--- src/assert_macros.svh ---
// Assertion macros shared by the RTL of the page replacement unit.
// No dependencies; assertions compile away when SYNTHESIS is defined.
`ifndef ASSERT_MACROS_SVH
`define ASSERT_MACROS_SVH
`ifndef SYNTHESIS
// check a property at every rising clock edge outside reset
`define ASSERT_PROP(lbl, clk, rst_n, prop) \
    lbl: assert property (@(posedge clk) disable iff (!(rst_n)) (prop)) \
        else $error("assertion failed");
// check that a condition never holds outside reset
`define ASSERT_NEVER(lbl, clk, rst_n, cond) \
    lbl: assert property (@(posedge clk) disable iff (!(rst_n)) !(cond)) \
        else $error("forbidden condition seen");
`else
`define ASSERT_PROP(lbl, clk, rst_n, prop)
`define ASSERT_NEVER(lbl, clk, rst_n, cond)
`endif
`endif

--- src/mfu_pkg.sv ---
// Package of the MFU page replacement unit: field widths, parameter defaults,
// and the command/status structs between controller and datapath. No dependencies.
package mfu_pkg;

    localparam int FRAMES_DEF     = 16;
    localparam int PAGE_BITS_DEF  = 12;
    localparam int COUNT_BITS_DEF = 16;

    localparam int PAGE_W  = 12;   // page_number and victim_page port width
    localparam int SLOT_W  = 5;    // slots_in_use register width
    localparam int TOTAL_W = 32;   // fault_total width
    localparam int STAMP_W = 32;   // insertion stamp / request index width

    localparam logic [SLOT_W-1:0] SLOT_RESET = 5'd16;

    typedef struct packed {
        logic capture;     // latch the accepted page
        logic lookup_rd;   // read the RAM entry of the matching frame
        logic fill;        // load the page into the lowest free frame, finish
        logic scan_start;  // clear the victim search
        logic scan_step;   // read one frame for the victim search
        logic hit_upd;     // write back the bumped count, finish
        logic repl;        // overwrite the victim frame, finish
    } t_cmd;

    typedef struct packed {
        logic hit;         // page matches a valid frame
        logic can_fill;    // room under the slot limit and a free frame
        logic scan_last;   // search is reading its last frame
        logic out_free;    // output register can take a result
    } t_stat;

endpackage

--- src/mfu_if.sv ---
// Handshake channels of the page replacement unit: request and response.
// Depends on mfu_pkg for the payload widths.
interface mfu_req_if;
    import mfu_pkg::*;

    logic              valid;
    logic              ready;
    logic [PAGE_W-1:0] page_number;

    modport source (output valid, output page_number, input ready);
    modport sink   (input valid, input page_number, output ready);
endinterface

interface mfu_rsp_if;
    import mfu_pkg::*;

    logic               valid;
    logic               ready;
    logic               hit;
    logic               replaced;
    logic [PAGE_W-1:0]  victim_page;
    logic [TOTAL_W-1:0] fault_total;

    modport source (output valid, output hit, output replaced, output victim_page,
                    output fault_total, input ready);
    modport sink   (input valid, input hit, input replaced, input victim_page,
                    input fault_total, output ready);
endinterface

--- src/mfu_ram.sv ---
// Generic single-write, single-read RAM with registered read data.
// No dependencies.
module mfu_ram #(
    parameter int WIDTH = 8,
    parameter int DEPTH = 16
) (
    input  logic                                  i_clk,
    input  logic                                  i_we,
    input  logic [(DEPTH > 1 ? $clog2(DEPTH) : 1)-1:0] i_waddr,
    input  logic [WIDTH-1:0]                      i_wdata,
    input  logic                                  i_re,
    input  logic [(DEPTH > 1 ? $clog2(DEPTH) : 1)-1:0] i_raddr,
    output logic [WIDTH-1:0]                      o_rdata
);
    logic [WIDTH-1:0] r_mem [DEPTH];
    logic [WIDTH-1:0] r_rdata;

    always_ff @(posedge i_clk) begin
        if (i_we) begin
            r_mem[i_waddr] <= i_wdata;
        end
        if (i_re) begin
            r_rdata <= r_mem[i_raddr];
        end
    end

    assign o_rdata = r_rdata;
endmodule

--- src/mfu_ctrl.sv ---
// Controller of the page replacement unit: sequences lookup, fill, hit update
// and the victim search. Depends on mfu_pkg for the command and status structs.
module mfu_ctrl (
    input  logic          i_clk,
    input  logic          i_rst_n,
    input  logic          i_in_valid,
    output logic          o_in_ready,
    input  mfu_pkg::t_stat i_stat,
    output mfu_pkg::t_cmd  o_cmd
);
    import mfu_pkg::*;

    localparam logic [2:0] S_IDLE     = 3'd0;
    localparam logic [2:0] S_MATCH    = 3'd1;
    localparam logic [2:0] S_HIT      = 3'd2;
    localparam logic [2:0] S_SCAN     = 3'd3;
    localparam logic [2:0] S_SCAN_END = 3'd4;
    localparam logic [2:0] S_REPL     = 3'd5;

    logic [2:0] r_state;
    logic [2:0] n_state;
    t_cmd       w_cmd;
    logic       w_ready;

    always_comb begin
        n_state = r_state;
        w_cmd   = '0;
        w_ready = 1'b0;
        case (r_state)
            S_IDLE: begin
                w_ready = 1'b1;
                if (i_in_valid) begin
                    w_cmd.capture = 1'b1;
                    n_state       = S_MATCH;
                end
            end
            S_MATCH: begin
                if (i_stat.hit) begin
                    w_cmd.lookup_rd = 1'b1;
                    n_state         = S_HIT;
                end else if (i_stat.can_fill) begin
                    // hold here until the output register drains
                    if (i_stat.out_free) begin
                        w_cmd.fill = 1'b1;
                        n_state    = S_IDLE;
                    end
                end else begin
                    w_cmd.scan_start = 1'b1;
                    n_state          = S_SCAN;
                end
            end
            S_HIT: begin
                if (i_stat.out_free) begin
                    w_cmd.hit_upd = 1'b1;
                    n_state       = S_IDLE;
                end
            end
            S_SCAN: begin
                w_cmd.scan_step = 1'b1;
                if (i_stat.scan_last) begin
                    n_state = S_SCAN_END;
                end
            end
            S_SCAN_END: begin
                // last frame's data is compared in this cycle
                n_state = S_REPL;
            end
            S_REPL: begin
                if (i_stat.out_free) begin
                    w_cmd.repl = 1'b1;
                    n_state    = S_IDLE;
                end
            end
            default: begin
                n_state = S_IDLE;
            end
        endcase
    end

    always_ff @(posedge i_clk) begin
        if (!i_rst_n) begin
            r_state <= S_IDLE;
        end else begin
            r_state <= n_state;
        end
    end

    assign o_cmd      = w_cmd;
    assign o_in_ready = w_ready;
endmodule

--- src/mfu_dpath.sv ---
// Datapath of the page replacement unit: frame tags and valid bits, the
// count/stamp RAM, victim search, counters and the output register.
// Depends on mfu_pkg and mfu_ram.
module mfu_dpath #(
    parameter int FRAMES     = mfu_pkg::FRAMES_DEF,
    parameter int PAGE_BITS  = mfu_pkg::PAGE_BITS_DEF,
    parameter int COUNT_BITS = mfu_pkg::COUNT_BITS_DEF
) (
    input  logic                         i_clk,
    input  logic                         i_rst_n,
    input  logic                         i_cfg_we,
    input  logic [mfu_pkg::SLOT_W-1:0]   i_cfg_wdata,
    input  logic [mfu_pkg::PAGE_W-1:0]   i_page_number,
    input  mfu_pkg::t_cmd                i_cmd,
    output mfu_pkg::t_stat               o_stat,
    input  logic                         i_out_ready,
    output logic                         o_out_valid,
    output logic                         o_hit,
    output logic                         o_replaced,
    output logic [mfu_pkg::PAGE_W-1:0]   o_victim_page,
    output logic [mfu_pkg::TOTAL_W-1:0]  o_fault_total
);
    import mfu_pkg::*;

    localparam int IDX_W  = (FRAMES > 1) ? $clog2(FRAMES) : 1;
    localparam int FILL_W = $clog2(FRAMES + 1);
    localparam int CMP_W  = (FILL_W > SLOT_W) ? FILL_W : SLOT_W;
    localparam int WIDE_W = (PAGE_BITS > PAGE_W) ? PAGE_BITS : PAGE_W;
    localparam int WORD_W = PAGE_BITS + COUNT_BITS + STAMP_W;

    // configuration and request
    logic [SLOT_W-1:0]    r_slots;
    logic [PAGE_BITS-1:0] r_page;

    // frame tags for the parallel lookup
    logic [PAGE_BITS-1:0] r_tag [FRAMES];
    logic [FRAMES-1:0]    r_valid;
    logic [FILL_W-1:0]    r_filled;
    logic [STAMP_W-1:0]   r_req_idx;
    logic [TOTAL_W-1:0]   r_faults;

    // victim search
    logic [IDX_W-1:0]      r_hit_idx;
    logic [IDX_W-1:0]      r_scan_idx;
    logic [IDX_W-1:0]      r_cmp_idx;
    logic                  r_cmp_vld;
    logic                  r_best_found;
    logic [IDX_W-1:0]      r_best_idx;
    logic [COUNT_BITS-1:0] r_best_cnt;
    logic [STAMP_W-1:0]    r_best_stamp;
    logic [PAGE_BITS-1:0]  r_best_page;

    // output register
    logic               r_out_valid;
    logic               r_out_hit;
    logic               r_out_repl;
    logic [PAGE_W-1:0]  r_out_victim;
    logic [TOTAL_W-1:0] r_out_total;

    logic [WIDE_W-1:0]     w_in_wide;
    logic [PAGE_BITS-1:0]  w_in_tag;
    logic [WIDE_W-1:0]     w_vic_wide;
    logic [FRAMES-1:0]     w_hit_vec;
    logic                  w_hit_any;
    logic [IDX_W-1:0]      w_hit_idx;
    logic                  w_free_any;
    logic [IDX_W-1:0]      w_free_idx;
    logic [CMP_W-1:0]      w_cfg;
    logic [CMP_W-1:0]      w_lim;
    logic                  w_under;
    logic                  w_out_free;
    logic                  w_finish;
    logic                  w_miss_fin;
    logic                  w_we;
    logic [IDX_W-1:0]      w_waddr;
    logic [WORD_W-1:0]     w_wdata;
    logic                  w_re;
    logic [IDX_W-1:0]      w_raddr;
    logic [WORD_W-1:0]     w_rdata;
    logic [PAGE_BITS-1:0]  w_rd_page;
    logic [COUNT_BITS-1:0] w_rd_cnt;
    logic [STAMP_W-1:0]    w_rd_stamp;
    logic [COUNT_BITS-1:0] w_cnt_inc;
    logic                  w_better;
    logic [TOTAL_W-1:0]    w_faults_inc;

    assign w_in_wide  = WIDE_W'(i_page_number);
    assign w_in_tag   = w_in_wide[PAGE_BITS-1:0];
    assign w_vic_wide = WIDE_W'(r_best_page);

    // tag match and lowest free frame
    always_comb begin
        w_hit_vec  = '0;
        w_hit_idx  = '0;
        w_free_idx = '0;
        for (int i = 0; i < FRAMES; i++) begin
            w_hit_vec[i] = r_valid[i] && (r_tag[i] == r_page);
        end
        for (int i = FRAMES - 1; i >= 0; i--) begin
            if (w_hit_vec[i]) begin
                w_hit_idx = IDX_W'(i);
            end
            if (!r_valid[i]) begin
                w_free_idx = IDX_W'(i);
            end
        end
    end

    assign w_hit_any  = |w_hit_vec;
    assign w_free_any = ~&r_valid;

    // slot limit: zero acts as one, above FRAMES acts as FRAMES
    assign w_cfg   = CMP_W'(r_slots);
    assign w_lim   = (w_cfg == '0) ? CMP_W'(1) :
                     (w_cfg > CMP_W'(FRAMES)) ? CMP_W'(FRAMES) : w_cfg;
    assign w_under = CMP_W'(r_filled) < w_lim;

    assign w_out_free = !r_out_valid || i_out_ready;
    assign w_miss_fin = i_cmd.fill || i_cmd.repl;
    assign w_finish   = w_miss_fin || i_cmd.hit_upd;

    // frame RAM: {page, count, stamp}
    assign w_rd_page  = w_rdata[WORD_W-1 -: PAGE_BITS];
    assign w_rd_cnt   = w_rdata[STAMP_W +: COUNT_BITS];
    assign w_rd_stamp = w_rdata[STAMP_W-1:0];
    assign w_cnt_inc  = (&w_rd_cnt) ? w_rd_cnt : w_rd_cnt + COUNT_BITS'(1);

    assign w_re    = i_cmd.lookup_rd || i_cmd.scan_step;
    assign w_raddr = i_cmd.scan_step ? r_scan_idx : w_hit_idx;
    assign w_we    = w_finish;
    assign w_waddr = i_cmd.fill ? w_free_idx : (i_cmd.hit_upd ? r_hit_idx : r_best_idx);
    assign w_wdata = i_cmd.hit_upd ? {w_rd_page, w_cnt_inc, w_rd_stamp}
                                   : {r_page, COUNT_BITS'(1), r_req_idx};

    mfu_ram #(
        .WIDTH (WORD_W),
        .DEPTH (FRAMES)
    ) u_frame_ram (
        .i_clk   (i_clk),
        .i_we    (w_we),
        .i_waddr (w_waddr),
        .i_wdata (w_wdata),
        .i_re    (w_re),
        .i_raddr (w_raddr),
        .o_rdata (w_rdata)
    );

    // higher count wins, then earlier stamp; equal keeps the lower frame
    assign w_better = !r_best_found || (w_rd_cnt > r_best_cnt) ||
                      ((w_rd_cnt == r_best_cnt) && (w_rd_stamp < r_best_stamp));

    assign w_faults_inc = (&r_faults) ? r_faults : r_faults + TOTAL_W'(1);

    // control state
    always_ff @(posedge i_clk) begin
        if (!i_rst_n) begin
            r_slots     <= SLOT_RESET;
            r_valid     <= '0;
            r_filled    <= '0;
            r_req_idx   <= '0;
            r_faults    <= '0;
            r_cmp_vld   <= 1'b0;
            r_out_valid <= 1'b0;
        end else begin
            if (i_cfg_we) begin
                r_slots <= i_cfg_wdata;
            end
            if (i_cmd.fill) begin
                r_valid[w_free_idx] <= 1'b1;
                r_filled            <= r_filled + FILL_W'(1);
            end
            if (w_finish && !(&r_req_idx)) begin
                r_req_idx <= r_req_idx + STAMP_W'(1);
            end
            if (w_miss_fin) begin
                r_faults <= w_faults_inc;
            end
            r_cmp_vld <= i_cmd.scan_step;
            if (w_finish) begin
                r_out_valid <= 1'b1;
            end else if (i_out_ready) begin
                r_out_valid <= 1'b0;
            end
        end
    end

    // payload
    always_ff @(posedge i_clk) begin
        if (i_cmd.capture) begin
            r_page <= w_in_tag;
        end
        if (i_cmd.fill) begin
            r_tag[w_free_idx] <= r_page;
        end
        if (i_cmd.repl) begin
            r_tag[r_best_idx] <= r_page;
        end
        if (i_cmd.lookup_rd) begin
            r_hit_idx <= w_hit_idx;
        end
        if (i_cmd.scan_start) begin
            r_scan_idx   <= '0;
            r_best_found <= 1'b0;
        end else if (i_cmd.scan_step) begin
            r_scan_idx <= r_scan_idx + IDX_W'(1);
        end
        if (i_cmd.scan_step) begin
            r_cmp_idx <= r_scan_idx;
        end
        // skip frames never filled
        if (r_cmp_vld && r_valid[r_cmp_idx] && w_better) begin
            r_best_found <= 1'b1;
            r_best_idx   <= r_cmp_idx;
            r_best_cnt   <= w_rd_cnt;
            r_best_stamp <= w_rd_stamp;
            r_best_page  <= w_rd_page;
        end
        if (w_finish) begin
            r_out_hit    <= i_cmd.hit_upd;
            r_out_repl   <= i_cmd.repl;
            r_out_victim <= i_cmd.repl ? w_vic_wide[PAGE_W-1:0] : '0;
            r_out_total  <= w_miss_fin ? w_faults_inc : r_faults;
        end
    end

    assign o_stat.hit       = w_hit_any;
    assign o_stat.can_fill  = w_under && w_free_any;
    assign o_stat.scan_last = (r_scan_idx == IDX_W'(FRAMES - 1));
    assign o_stat.out_free  = w_out_free;

    assign o_out_valid   = r_out_valid;
    assign o_hit         = r_out_hit;
    assign o_replaced    = r_out_repl;
    assign o_victim_page = r_out_victim;
    assign o_fault_total = r_out_total;
endmodule

--- src/mfu_page_replacement_unit.sv ---
// Most-frequently-used page replacement unit. Each accepted page reference gives
// one response: hit, or a fault that fills a free frame or evicts the frame with
// the highest use count (ties to the oldest insertion, then the lowest frame).
// A fault into a free frame finishes soonest and a fault with eviction takes
// longest, because the victim search reads the count/stamp RAM one frame per
// cycle through its single read port. The response sits in an output register,
// so a new request is taken while the previous response waits. slots_in_use is
// written via i_cfg_we / i_cfg_wdata; the user must write it only while the unit
// is idle, which the block itself does not enforce. It resets to 16.
`include "assert_macros.svh"

module mfu_page_replacement_unit #(
    parameter int FRAMES     = mfu_pkg::FRAMES_DEF,
    parameter int PAGE_BITS  = mfu_pkg::PAGE_BITS_DEF,
    parameter int COUNT_BITS = mfu_pkg::COUNT_BITS_DEF
) (
    input  logic                       i_clk,
    input  logic                       i_rst_n,
    input  logic                       i_cfg_we,
    input  logic [mfu_pkg::SLOT_W-1:0] i_cfg_wdata,
    mfu_req_if.sink                    i_req,
    mfu_rsp_if.source                  o_rsp
);
    import mfu_pkg::*;

    t_cmd  w_cmd;
    t_stat w_stat;
    logic  w_in_ready;

    mfu_ctrl u_ctrl (
        .i_clk      (i_clk),
        .i_rst_n    (i_rst_n),
        .i_in_valid (i_req.valid),
        .o_in_ready (w_in_ready),
        .i_stat     (w_stat),
        .o_cmd      (w_cmd)
    );

    mfu_dpath #(
        .FRAMES     (FRAMES),
        .PAGE_BITS  (PAGE_BITS),
        .COUNT_BITS (COUNT_BITS)
    ) u_dpath (
        .i_clk         (i_clk),
        .i_rst_n       (i_rst_n),
        .i_cfg_we      (i_cfg_we),
        .i_cfg_wdata   (i_cfg_wdata),
        .i_page_number (i_req.page_number),
        .i_cmd         (w_cmd),
        .o_stat        (w_stat),
        .i_out_ready   (o_rsp.ready),
        .o_out_valid   (o_rsp.valid),
        .o_hit         (o_rsp.hit),
        .o_replaced    (o_rsp.replaced),
        .o_victim_page (o_rsp.victim_page),
        .o_fault_total (o_rsp.fault_total)
    );

    assign i_req.ready = w_in_ready;

    // one reference in flight: no acceptance right after an acceptance
    `ASSERT_PROP(a_one_in_flight, i_clk, i_rst_n, (i_req.valid && i_req.ready) |=> !i_req.ready)
    // a reference finishes in exactly one way
    `ASSERT_PROP(a_one_finish, i_clk, i_rst_n, $onehot0({w_cmd.fill, w_cmd.hit_upd, w_cmd.repl}))
    // never finish into an occupied output register
    `ASSERT_NEVER(a_no_overrun, i_clk, i_rst_n, (w_cmd.fill || w_cmd.hit_upd || w_cmd.repl) && !w_stat.out_free)
    // an eviction is always a fault
    `ASSERT_NEVER(a_repl_is_fault, i_clk, i_rst_n, o_rsp.valid && o_rsp.replaced && o_rsp.hit)
endmodule

--- src/flat_wrapper.sv ---
// flat-port wrapper written by rule: the top's interface ports become plain ports
module mfu_page_replacement_unit_flat import mfu_pkg::*;
#(
    parameter int FRAMES     = mfu_pkg::FRAMES_DEF,
    parameter int PAGE_BITS  = mfu_pkg::PAGE_BITS_DEF,
    parameter int COUNT_BITS = mfu_pkg::COUNT_BITS_DEF
)
  (i_clk, i_rst_n, i_cfg_we, i_cfg_wdata, i_req_valid, i_req_page_number, i_req_ready, o_rsp_valid, o_rsp_hit, o_rsp_replaced, o_rsp_victim_page, o_rsp_fault_total, o_rsp_ready);
  mfu_req_if i_req_i ();
  mfu_rsp_if o_rsp_i ();
  input  logic i_clk;
  input  logic i_rst_n;
  input  logic i_cfg_we;
  input  logic [mfu_pkg::SLOT_W-1:0] i_cfg_wdata;
  input wire logic [$bits(i_req_i.valid)-1:0] i_req_valid;
  input wire logic [$bits(i_req_i.page_number)-1:0] i_req_page_number;
  output wire logic [$bits(i_req_i.ready)-1:0] i_req_ready;
  output wire logic [$bits(o_rsp_i.valid)-1:0] o_rsp_valid;
  output wire logic [$bits(o_rsp_i.hit)-1:0] o_rsp_hit;
  output wire logic [$bits(o_rsp_i.replaced)-1:0] o_rsp_replaced;
  output wire logic [$bits(o_rsp_i.victim_page)-1:0] o_rsp_victim_page;
  output wire logic [$bits(o_rsp_i.fault_total)-1:0] o_rsp_fault_total;
  input wire logic [$bits(o_rsp_i.ready)-1:0] o_rsp_ready;
  assign i_req_i.valid = i_req_valid;
  assign i_req_i.page_number = i_req_page_number;
  assign i_req_ready = i_req_i.ready;
  assign o_rsp_valid = o_rsp_i.valid;
  assign o_rsp_hit = o_rsp_i.hit;
  assign o_rsp_replaced = o_rsp_i.replaced;
  assign o_rsp_victim_page = o_rsp_i.victim_page;
  assign o_rsp_fault_total = o_rsp_i.fault_total;
  assign o_rsp_i.ready = o_rsp_ready;
  mfu_page_replacement_unit #(.FRAMES(FRAMES), .PAGE_BITS(PAGE_BITS), .COUNT_BITS(COUNT_BITS)) u_core (.i_clk(i_clk), .i_rst_n(i_rst_n), .i_cfg_we(i_cfg_we), .i_cfg_wdata(i_cfg_wdata), .i_req(i_req_i), .o_rsp(o_rsp_i));
endmodule
--- config.mk ---
export PLATFORM = sky130hd
export DESIGN_NAME = mfu_page_replacement_unit_flat
export DESIGN_NICKNAME = d
export VERILOG_FILES = /design/src/mfu_pkg.sv /design/src/mfu_if.sv /design/src/mfu_ram.sv /design/src/mfu_ctrl.sv /design/src/mfu_dpath.sv /design/src/mfu_page_replacement_unit.sv /design/src/flat_wrapper.sv
export VERILOG_INCLUDE_DIRS = /design/src /design/src/src
export SDC_FILE = /design/constraint.sdc
export NUM_CORES = 2
export LEC_CHECK = 0
export ABC_AREA = 1
export BUFFER_PORTS_ARGS = -buffer_cell sky130_fd_sc_hd__clkbuf_2
export CAP_MARGIN = 20
export CORE_MARGIN = 3
export CORE_UTILIZATION = 47
export CTS_CLUSTER_DIAMETER = 80
export DETAILED_ROUTE_END_ITERATION = 6
export GPL_ROUTABILITY_DRIVEN = 0
export PLACE_DENSITY = 0.64
export SLEW_MARGIN = 15
export SYNTH_ARGS = -nofsm -noshare
export SYNTH_HDL_FRONTEND = slang
export SYNTH_HIERARCHICAL = 1
export SYNTH_SLANG_ARGS = --single-unit
export TNS_END_PERCENT = 1
--- constraint.sdc ---
create_clock -name i_clk -period 7.3 [get_ports i_clk]
set_input_delay 1.46 -clock i_clk [delete_from_list [all_inputs] [get_ports i_clk]]
set_output_delay 1.46 -clock i_clk [all_outputs]
set_load 0.02 [all_outputs]
Word level (Yosys, flattened, before mapping)
Memory sizes are Yosys's and may differ from the RTL's. A register that Yosys moved wholly into a read port is not among the register bits.
Cells that the tools add are included.

word-level totals
  bits in latches = 0
  bits in registers = 230
  output and inout port bits = 48
  memories = 2
  input port bits = 22
  memory bits (read-only) = 0
  bits in writable memories = 1,152

memories
  name                              depth  bits a word  read ports  clocked after Yosys merged registers in  wr ports  RTL line         source
  u_core.u_dpath.u_frame_ram.r_mem  16     60           1           1                                        1         mfu_ram.sv:15    logic [WIDTH-1:0] r_mem [DEPTH];
  u_core.u_dpath.r_tag              16     12           16          0                                        1         mfu_dpath.sv:36  logic [PAGE_BITS-1:0] r_tag [FRAMES];

operators by class
  multiplexer cells = 74
  div/mod/pow operators = 0
  order comparisons = 7
  reductions and logical operators = 43
  eq/ne operators = 25
  multiply operators = 0
  shift operators = 0
  bitwise operators = 1
  $add $sub $neg = 5

operators with widths
  operator                                             count
  == test 12 bit                                       16
  2-to-1 mux 4 bit                                     36
  adder 32 x 1 -> 32 bit (second input constant)       2
  2-to-1 mux 32 bit                                    2
  AND reduction 32 bit                                 2
  2-to-1 mux 60 bit                                    1
  < comparator 32 bit                                  1
  AND reduction 16 bit                                 2
  logical AND 1 bit                                    22
  2-to-1 mux 1 bit                                     21
  2-to-1 mux 3 bit                                     6
  adder 16 x 1 -> 16 bit (second input constant)       1
  == test 16 bit                                       1
  > comparator 16 bit                                  1
  2-to-1 mux 16 bit                                    1
  bitwise OR 16 bit                                    1
  OR reduction 16 bit                                  1
  case mux 3 bit (5 select lines)                      1
  2-to-1 mux 12 bit                                    1
  OR reduction 12 bit                                  1
  < comparator 4 x 5 -> 1 bit (second input constant)  2
  2-to-1 mux 5 bit                                     2
  == test 3 x 2 -> 1 bit (second input constant)       2
  == test 3 bit (second input constant)                2
  18 further kinds                                     27

Longest topological paths before layout
  word-level depth = 21
  mapped depth = 36

By module
Netlist, hierarchy kept.

by module, submodules not included
  module     cells each  instances  area each (sq um)
  mfu_ram    3,950       1          42,813.6
  mfu_dpath  2,477       1          22,062.4
  mfu_ctrl   54          1          294.0

Worst setup path after synthesis
No wires, ideal clock.

  kind = reg2reg
  start point = reg u_core.u_dpath.r_page[2]
  end point = mem u_core/u_dpath/u_frame_ram/r_mem[12][0] (netlist bit) (enable)
  stages on the path, launching flop included = 21
  setup time = 0.478 ns
  buffers on the path = 3
  arrival time = 6.337 ns
  slack = 0.484 ns
  data required time = 6.822 ns
  cells stage by stage = edfxtp_1 -> buf_4 -> inv_2 -> buf_6 -> or2_2 -> o21ai_0 -> nor2_1 -> nand2_1 -> nor2_1 -> nand4_1 -> nand2_1 -> nor3_2 -> nand3_1 -> buf_4 -> nor4_1 -> nor2_2 -> inv_2 -> nor2_2 -> inv_2 -> nand3_1 -> nor2_1

RTL lines
  what                    RTL line          source
  start, declared         mfu_dpath.sv:33   logic [PAGE_BITS-1:0] r_page;
  start signal, assigned  mfu_dpath.sv:190  r_page <= w_in_tag;
  end, declared           mfu_ram.sv:15

==> results_dict.tcl <==
set metrics [dict create \
    worstPathArrival_ns 6.61 \
    dp.cells 8191 \
    holdWs_ns 0.4641 \
    yosys_warnings 6 \
    worstSkewPairLatency_ns 0.78 \
    final_common_cell "nand2_1" \
    cts_root_buf "clkbuf_16" \
    hold_depth 0 \
    synth.net_count 6559 \
    drtAntennaViolNets 0 \
    worstSetupStartpointType "flip-flop" \
    r2r-start "u_core/u_dpath/r_page[0]$_DFFE_PP_" \
    end_kind "flip-flop" \
    nets 6635 \
    vias 45270 \
    io_buffers 69 \
    avgSynthCellArea_um2 10.06 \
    place_ws_ns 1.212 \
    drt_iter0_markers 5066 \
    nFillCells 11860 \
    grt_pass1_vias 42850 \
    synth_edf_count 1342 \
    worstHoldStart "u_core/u_dpath/u_frame_ram/o_rdata[48]$_DFFE_PP_" \
    synth_xor_area_frac 0.01033 \
    synth.distinct_cells 64 \
    grt_remaining_overflow 0 \
    layout_setup_ws_ns 1.077 \
    power_density_nw_per_um2 245.4 \
    status "finished clean" \
    synth_fa_ha_area_frac 0.01075 \
    synth_mux_area_frac 0 \
    core_um2 137700 \
    crit_required_ns 7.68 \
    rsz0062_at_grt "no" \
    drcViolationCount 0 \
    cp_cell_sequence "buf_4 -> inv_2 -> nand2_1 -> nand2_1 -> nor2_1 -> nand3_1 -> nor2_1 -> nand4_1 -> nand4_1 -> nor3_2 -> nand3_1 -> nor4_2 -> buf_4 -> nor2_2 -> inv_2 -> nor2_2 -> inv_2 -> nand3b_1 -> nor2_4 -> buf_4" \
    drt_pass1_iterations 6 \
    critical_path_class "flip-flop to flip-flop" \
    grt_usage 0.2349 \
    fin_util 0.5280 \
    rr_endpoint "u_core/u_dpath/u_frame_ram/r_mem[4][12]$_DFFE_PP_" \
    start_util 0.4734 \
    antenna_found_initial 6 \
    clk_pin_slew_ns 0.06 \
    fmax_mhz 160.7 \
    fin_tns_setup_ns 0 \
    rows 136 \
    ys_seq_area_frac 0.6491 \
    period_share 0.8525 \
    cts_buffers 153 \
    hpwl_mm 96.10 \
    die_area_um2 143200 \
    drt_wl_total_mm 169.0 \
    diodes 0 \
    reg2reg_slack_ns 1.08 \
    synth_top_family_by_area "simple AND/OR/NAND/NOR gates" \
    ir_drop_mv 0.1586 \
    wl_per_cell_um 19.93 \
    ys_ff_latch 1442 \
    die_height_um 378.4 \
    cp_slowest_cell "nor2_4" \
    skew_ns 0.03161 \
    synth_cells 6481 \
    r2r_cells 20 \
    cap_viol_max_count 0 \
    drv_slew 0 \
    hold_path_end "u_core/u_dpath/r_best_page[0]$_DFFE_PP_" \
    p_leak_nw 30.01 \
    grt_max_degree 176 \
    hold_path_class "flip-flop to flip-flop" \
    cts_tree "done" \
    ioPinCount 70 \
    via_per_inst 5.339 \
    cts_sinks 1442 \
    synth_area_um2 65170 \
    finalCriticalPeriod_ns 6.223 \
    die_x_um 378.4 \
    max_stage_delay_ns 0.81 \
    setup_viol_count_final 0 \
    synth-simple-area-share 0.2153 \
    cts_max_path_buffers 3 \
    hold_viol 0 \
    worstMarginPinSlew_ns 1.138 \
    synth_compound_area_frac 0.02759 \
    cts.repair.resized 0 \
    grt_pass1_wl_mm 257.1 \
    crit_fanout 41 \
    async_flop_share 0 \
    area_growth_pct 11.54 \
    drive_gt1_frac 0.08767 \
    maxSlewHeadroom 0.2334 \
    final_cell_mix "1,805 x nand2_1, 1,342 x edfxtp_1, 1,070 x inv_1" \
    fin_cells 8478 \
    holdBufCountCts 0 \
    synth_ff_type "edfxtp_1" \
    htreeDepth 4 \
    postCtsSetupBuffers 0 \
]
[where the power goes]
| part | switching, W | internal [W] |
|---|---|---|
| Sequential | 0.0000519 | 0.00915 |
| Combinational | 0.000568 | 0.000184 |
| Clock | 0.00321 | 0.00467 |
[cells in the mapped netlist, types with 5 or more instances]
master / n / share of area
or2_1: 7 / 0.00067
clkinv_1: 5 / 0.00029
xnor2_1: 35 / 0.0047
xor2_1: 40 / 0.0054
buf_2: 116 / 0.0089
nor2_1: 287 / 0.017
nand3_1: 790 / 0.061
inv_1: 1072 / 0.062
nor2_4: 8 / 0.0014
or2_2: 26 / 0.0025
nand2_1: 1805 / 0.10
nand2_4: 6 / 0.0010
a31oi_1: 8 / 0.00077
buf_6: 24 / 0.0041
clkbuf_1: 84 / 0.0048
o22ai_1: 11 / 0.0011
ha_1: 56 / 0.011
and2_1: 8 / 0.00077
buf_4: 32 / 0.0037
nand2_2: 15 / 0.0014
nand4_1: 80 / 0.0077
o21ai_1: 10 / 0.00077
dfxtp_1: 100 / 0.031
a21oi_1: 115 / 0.0088
inv_2: 32 / 0.0018
o21a_1: 5 / 0.00058
nand3b_1: 15 / 0.0017
a211oi_1: 6 / 0.00069
nor2_2: 11 / 0.0011
nor3_1: 70 / 0.0054
o2111ai_1: 8 / 0.0011
nor3_2: 7 / 0.0011
edfxtp_1: 1342 / 0.62
o21ai_0: 137 / 0.011
nor4_1: 47 / 0.0045
[sequential cells by signal, summed over array words and instances, names as in the netlist, 16 cells and up]
name / count
u_core/u_dpath/o_fault_total: 32
u_core/u_dpath/r_best_cnt: 16
u_core/u_dpath/u_frame_ram/o_rdata: 60
u_core/u_dpath/r_faults: 32
u_core/u_dpath/r_best_stamp: 32
u_core/u_dpath/r_tag: 192
u_core/u_dpath/r_valid: 16
u_core/u_dpath/r_req_idx: 32
u_core/u_dpath/u_frame_ram/r_mem: 960
[critical path: cells and delay by family (launching register included)]
kind                   cells  cell delay [ns]
and+or+nand+nor           14             3.03
buffers and inverters      6             2.35
DFF                        1             0.35
[stage by stage]
stage          total power, W  cell area, µm²
4_1_cts               0.01797           72640
3_5_place_dp          0.01012           67530
6_report              0.01784           72690
2_1_floorplan        0.009842           65170
5_1_grt               0.01838           72690
3_3_place_gp          0.01010           67500
[cell type report]
type,count,area (µm²),share of cell area
Inverter,1113,4217,0.05801
Clock buffer,193,4240,0.05834
Sequential cell,1442,42300,0.5819
Clock inverter,89,867.1,0.01193
Tap cell,1794,2245,0.03088
Multi-Input combinational cell,3663,17420,0.2397
Timing Repair Buffer,184,1396,0.01921
[worst max-delay path by stage]
stage | cells past startpoint | from | to
3_5_place_dp | 20 | u_core/u_dpath/r_page[0]$_DFFE_PP_ | u_core/u_dpath/u_frame_ram/r_mem[4][37]$_DFFE_PP_
2_1_floorplan | 20 | u_core/u_dpath/r_page[2]$_DFFE_PP_ | u_core/u_dpath/u_frame_ram/r_mem[12][0]$_DFFE_PP_
6_report | 20 | u_core/u_dpath/r_page[0]$_DFFE_PP_ | u_core/u_dpath/u_frame_ram/r_mem[4][12]$_DFFE_PP_
3_3_place_gp | 20 | u_core/u_dpath/r_page[0]$_DFFE_PP_ | u_core/u_dpath/u_frame_ram/r_mem[4][37]$_DFFE_PP_
4_1_cts | 20 | u_core/u_dpath/r_page[0]$_DFFE_PP_ | u_core/u_dpath/u_frame_ram/r_mem[4][37]$_DFFE_PP_
5_1_grt | 20 | u_core/u_dpath/r_page[0]$_DFFE_PP_ | u_core/u_dpath/u_frame_ram/r_mem[4][12]$_DFFE_PP_
[layer usage]
metal | up-vias | wire (µm) | global-route usage
met3 | 327 | 13530 | 0.03418
met5 | - | 0 | 0
met1 | 21550 | 72590 | 0.3329
met2 | 1934 | 77950 | 0.3736
met4 | 0 | 4885 | 0.07675
li1 | 21460 | - | -
[kinds of logic (layout without fill, tap and decap cells)]
kind of cell             count (synthesis)  count (layout)
AND/OR/NAND/NOR                       3208            3208
flip-flops                            1442            1442
buffers and inverters                 1376            1579
AO/OA/AOI/OAI                          323             323
XOR/XNOR                                76              76
adder cells (fa/ha/maj)                 56              56
No activity file was read; power rests on OpenSTA's default activity.
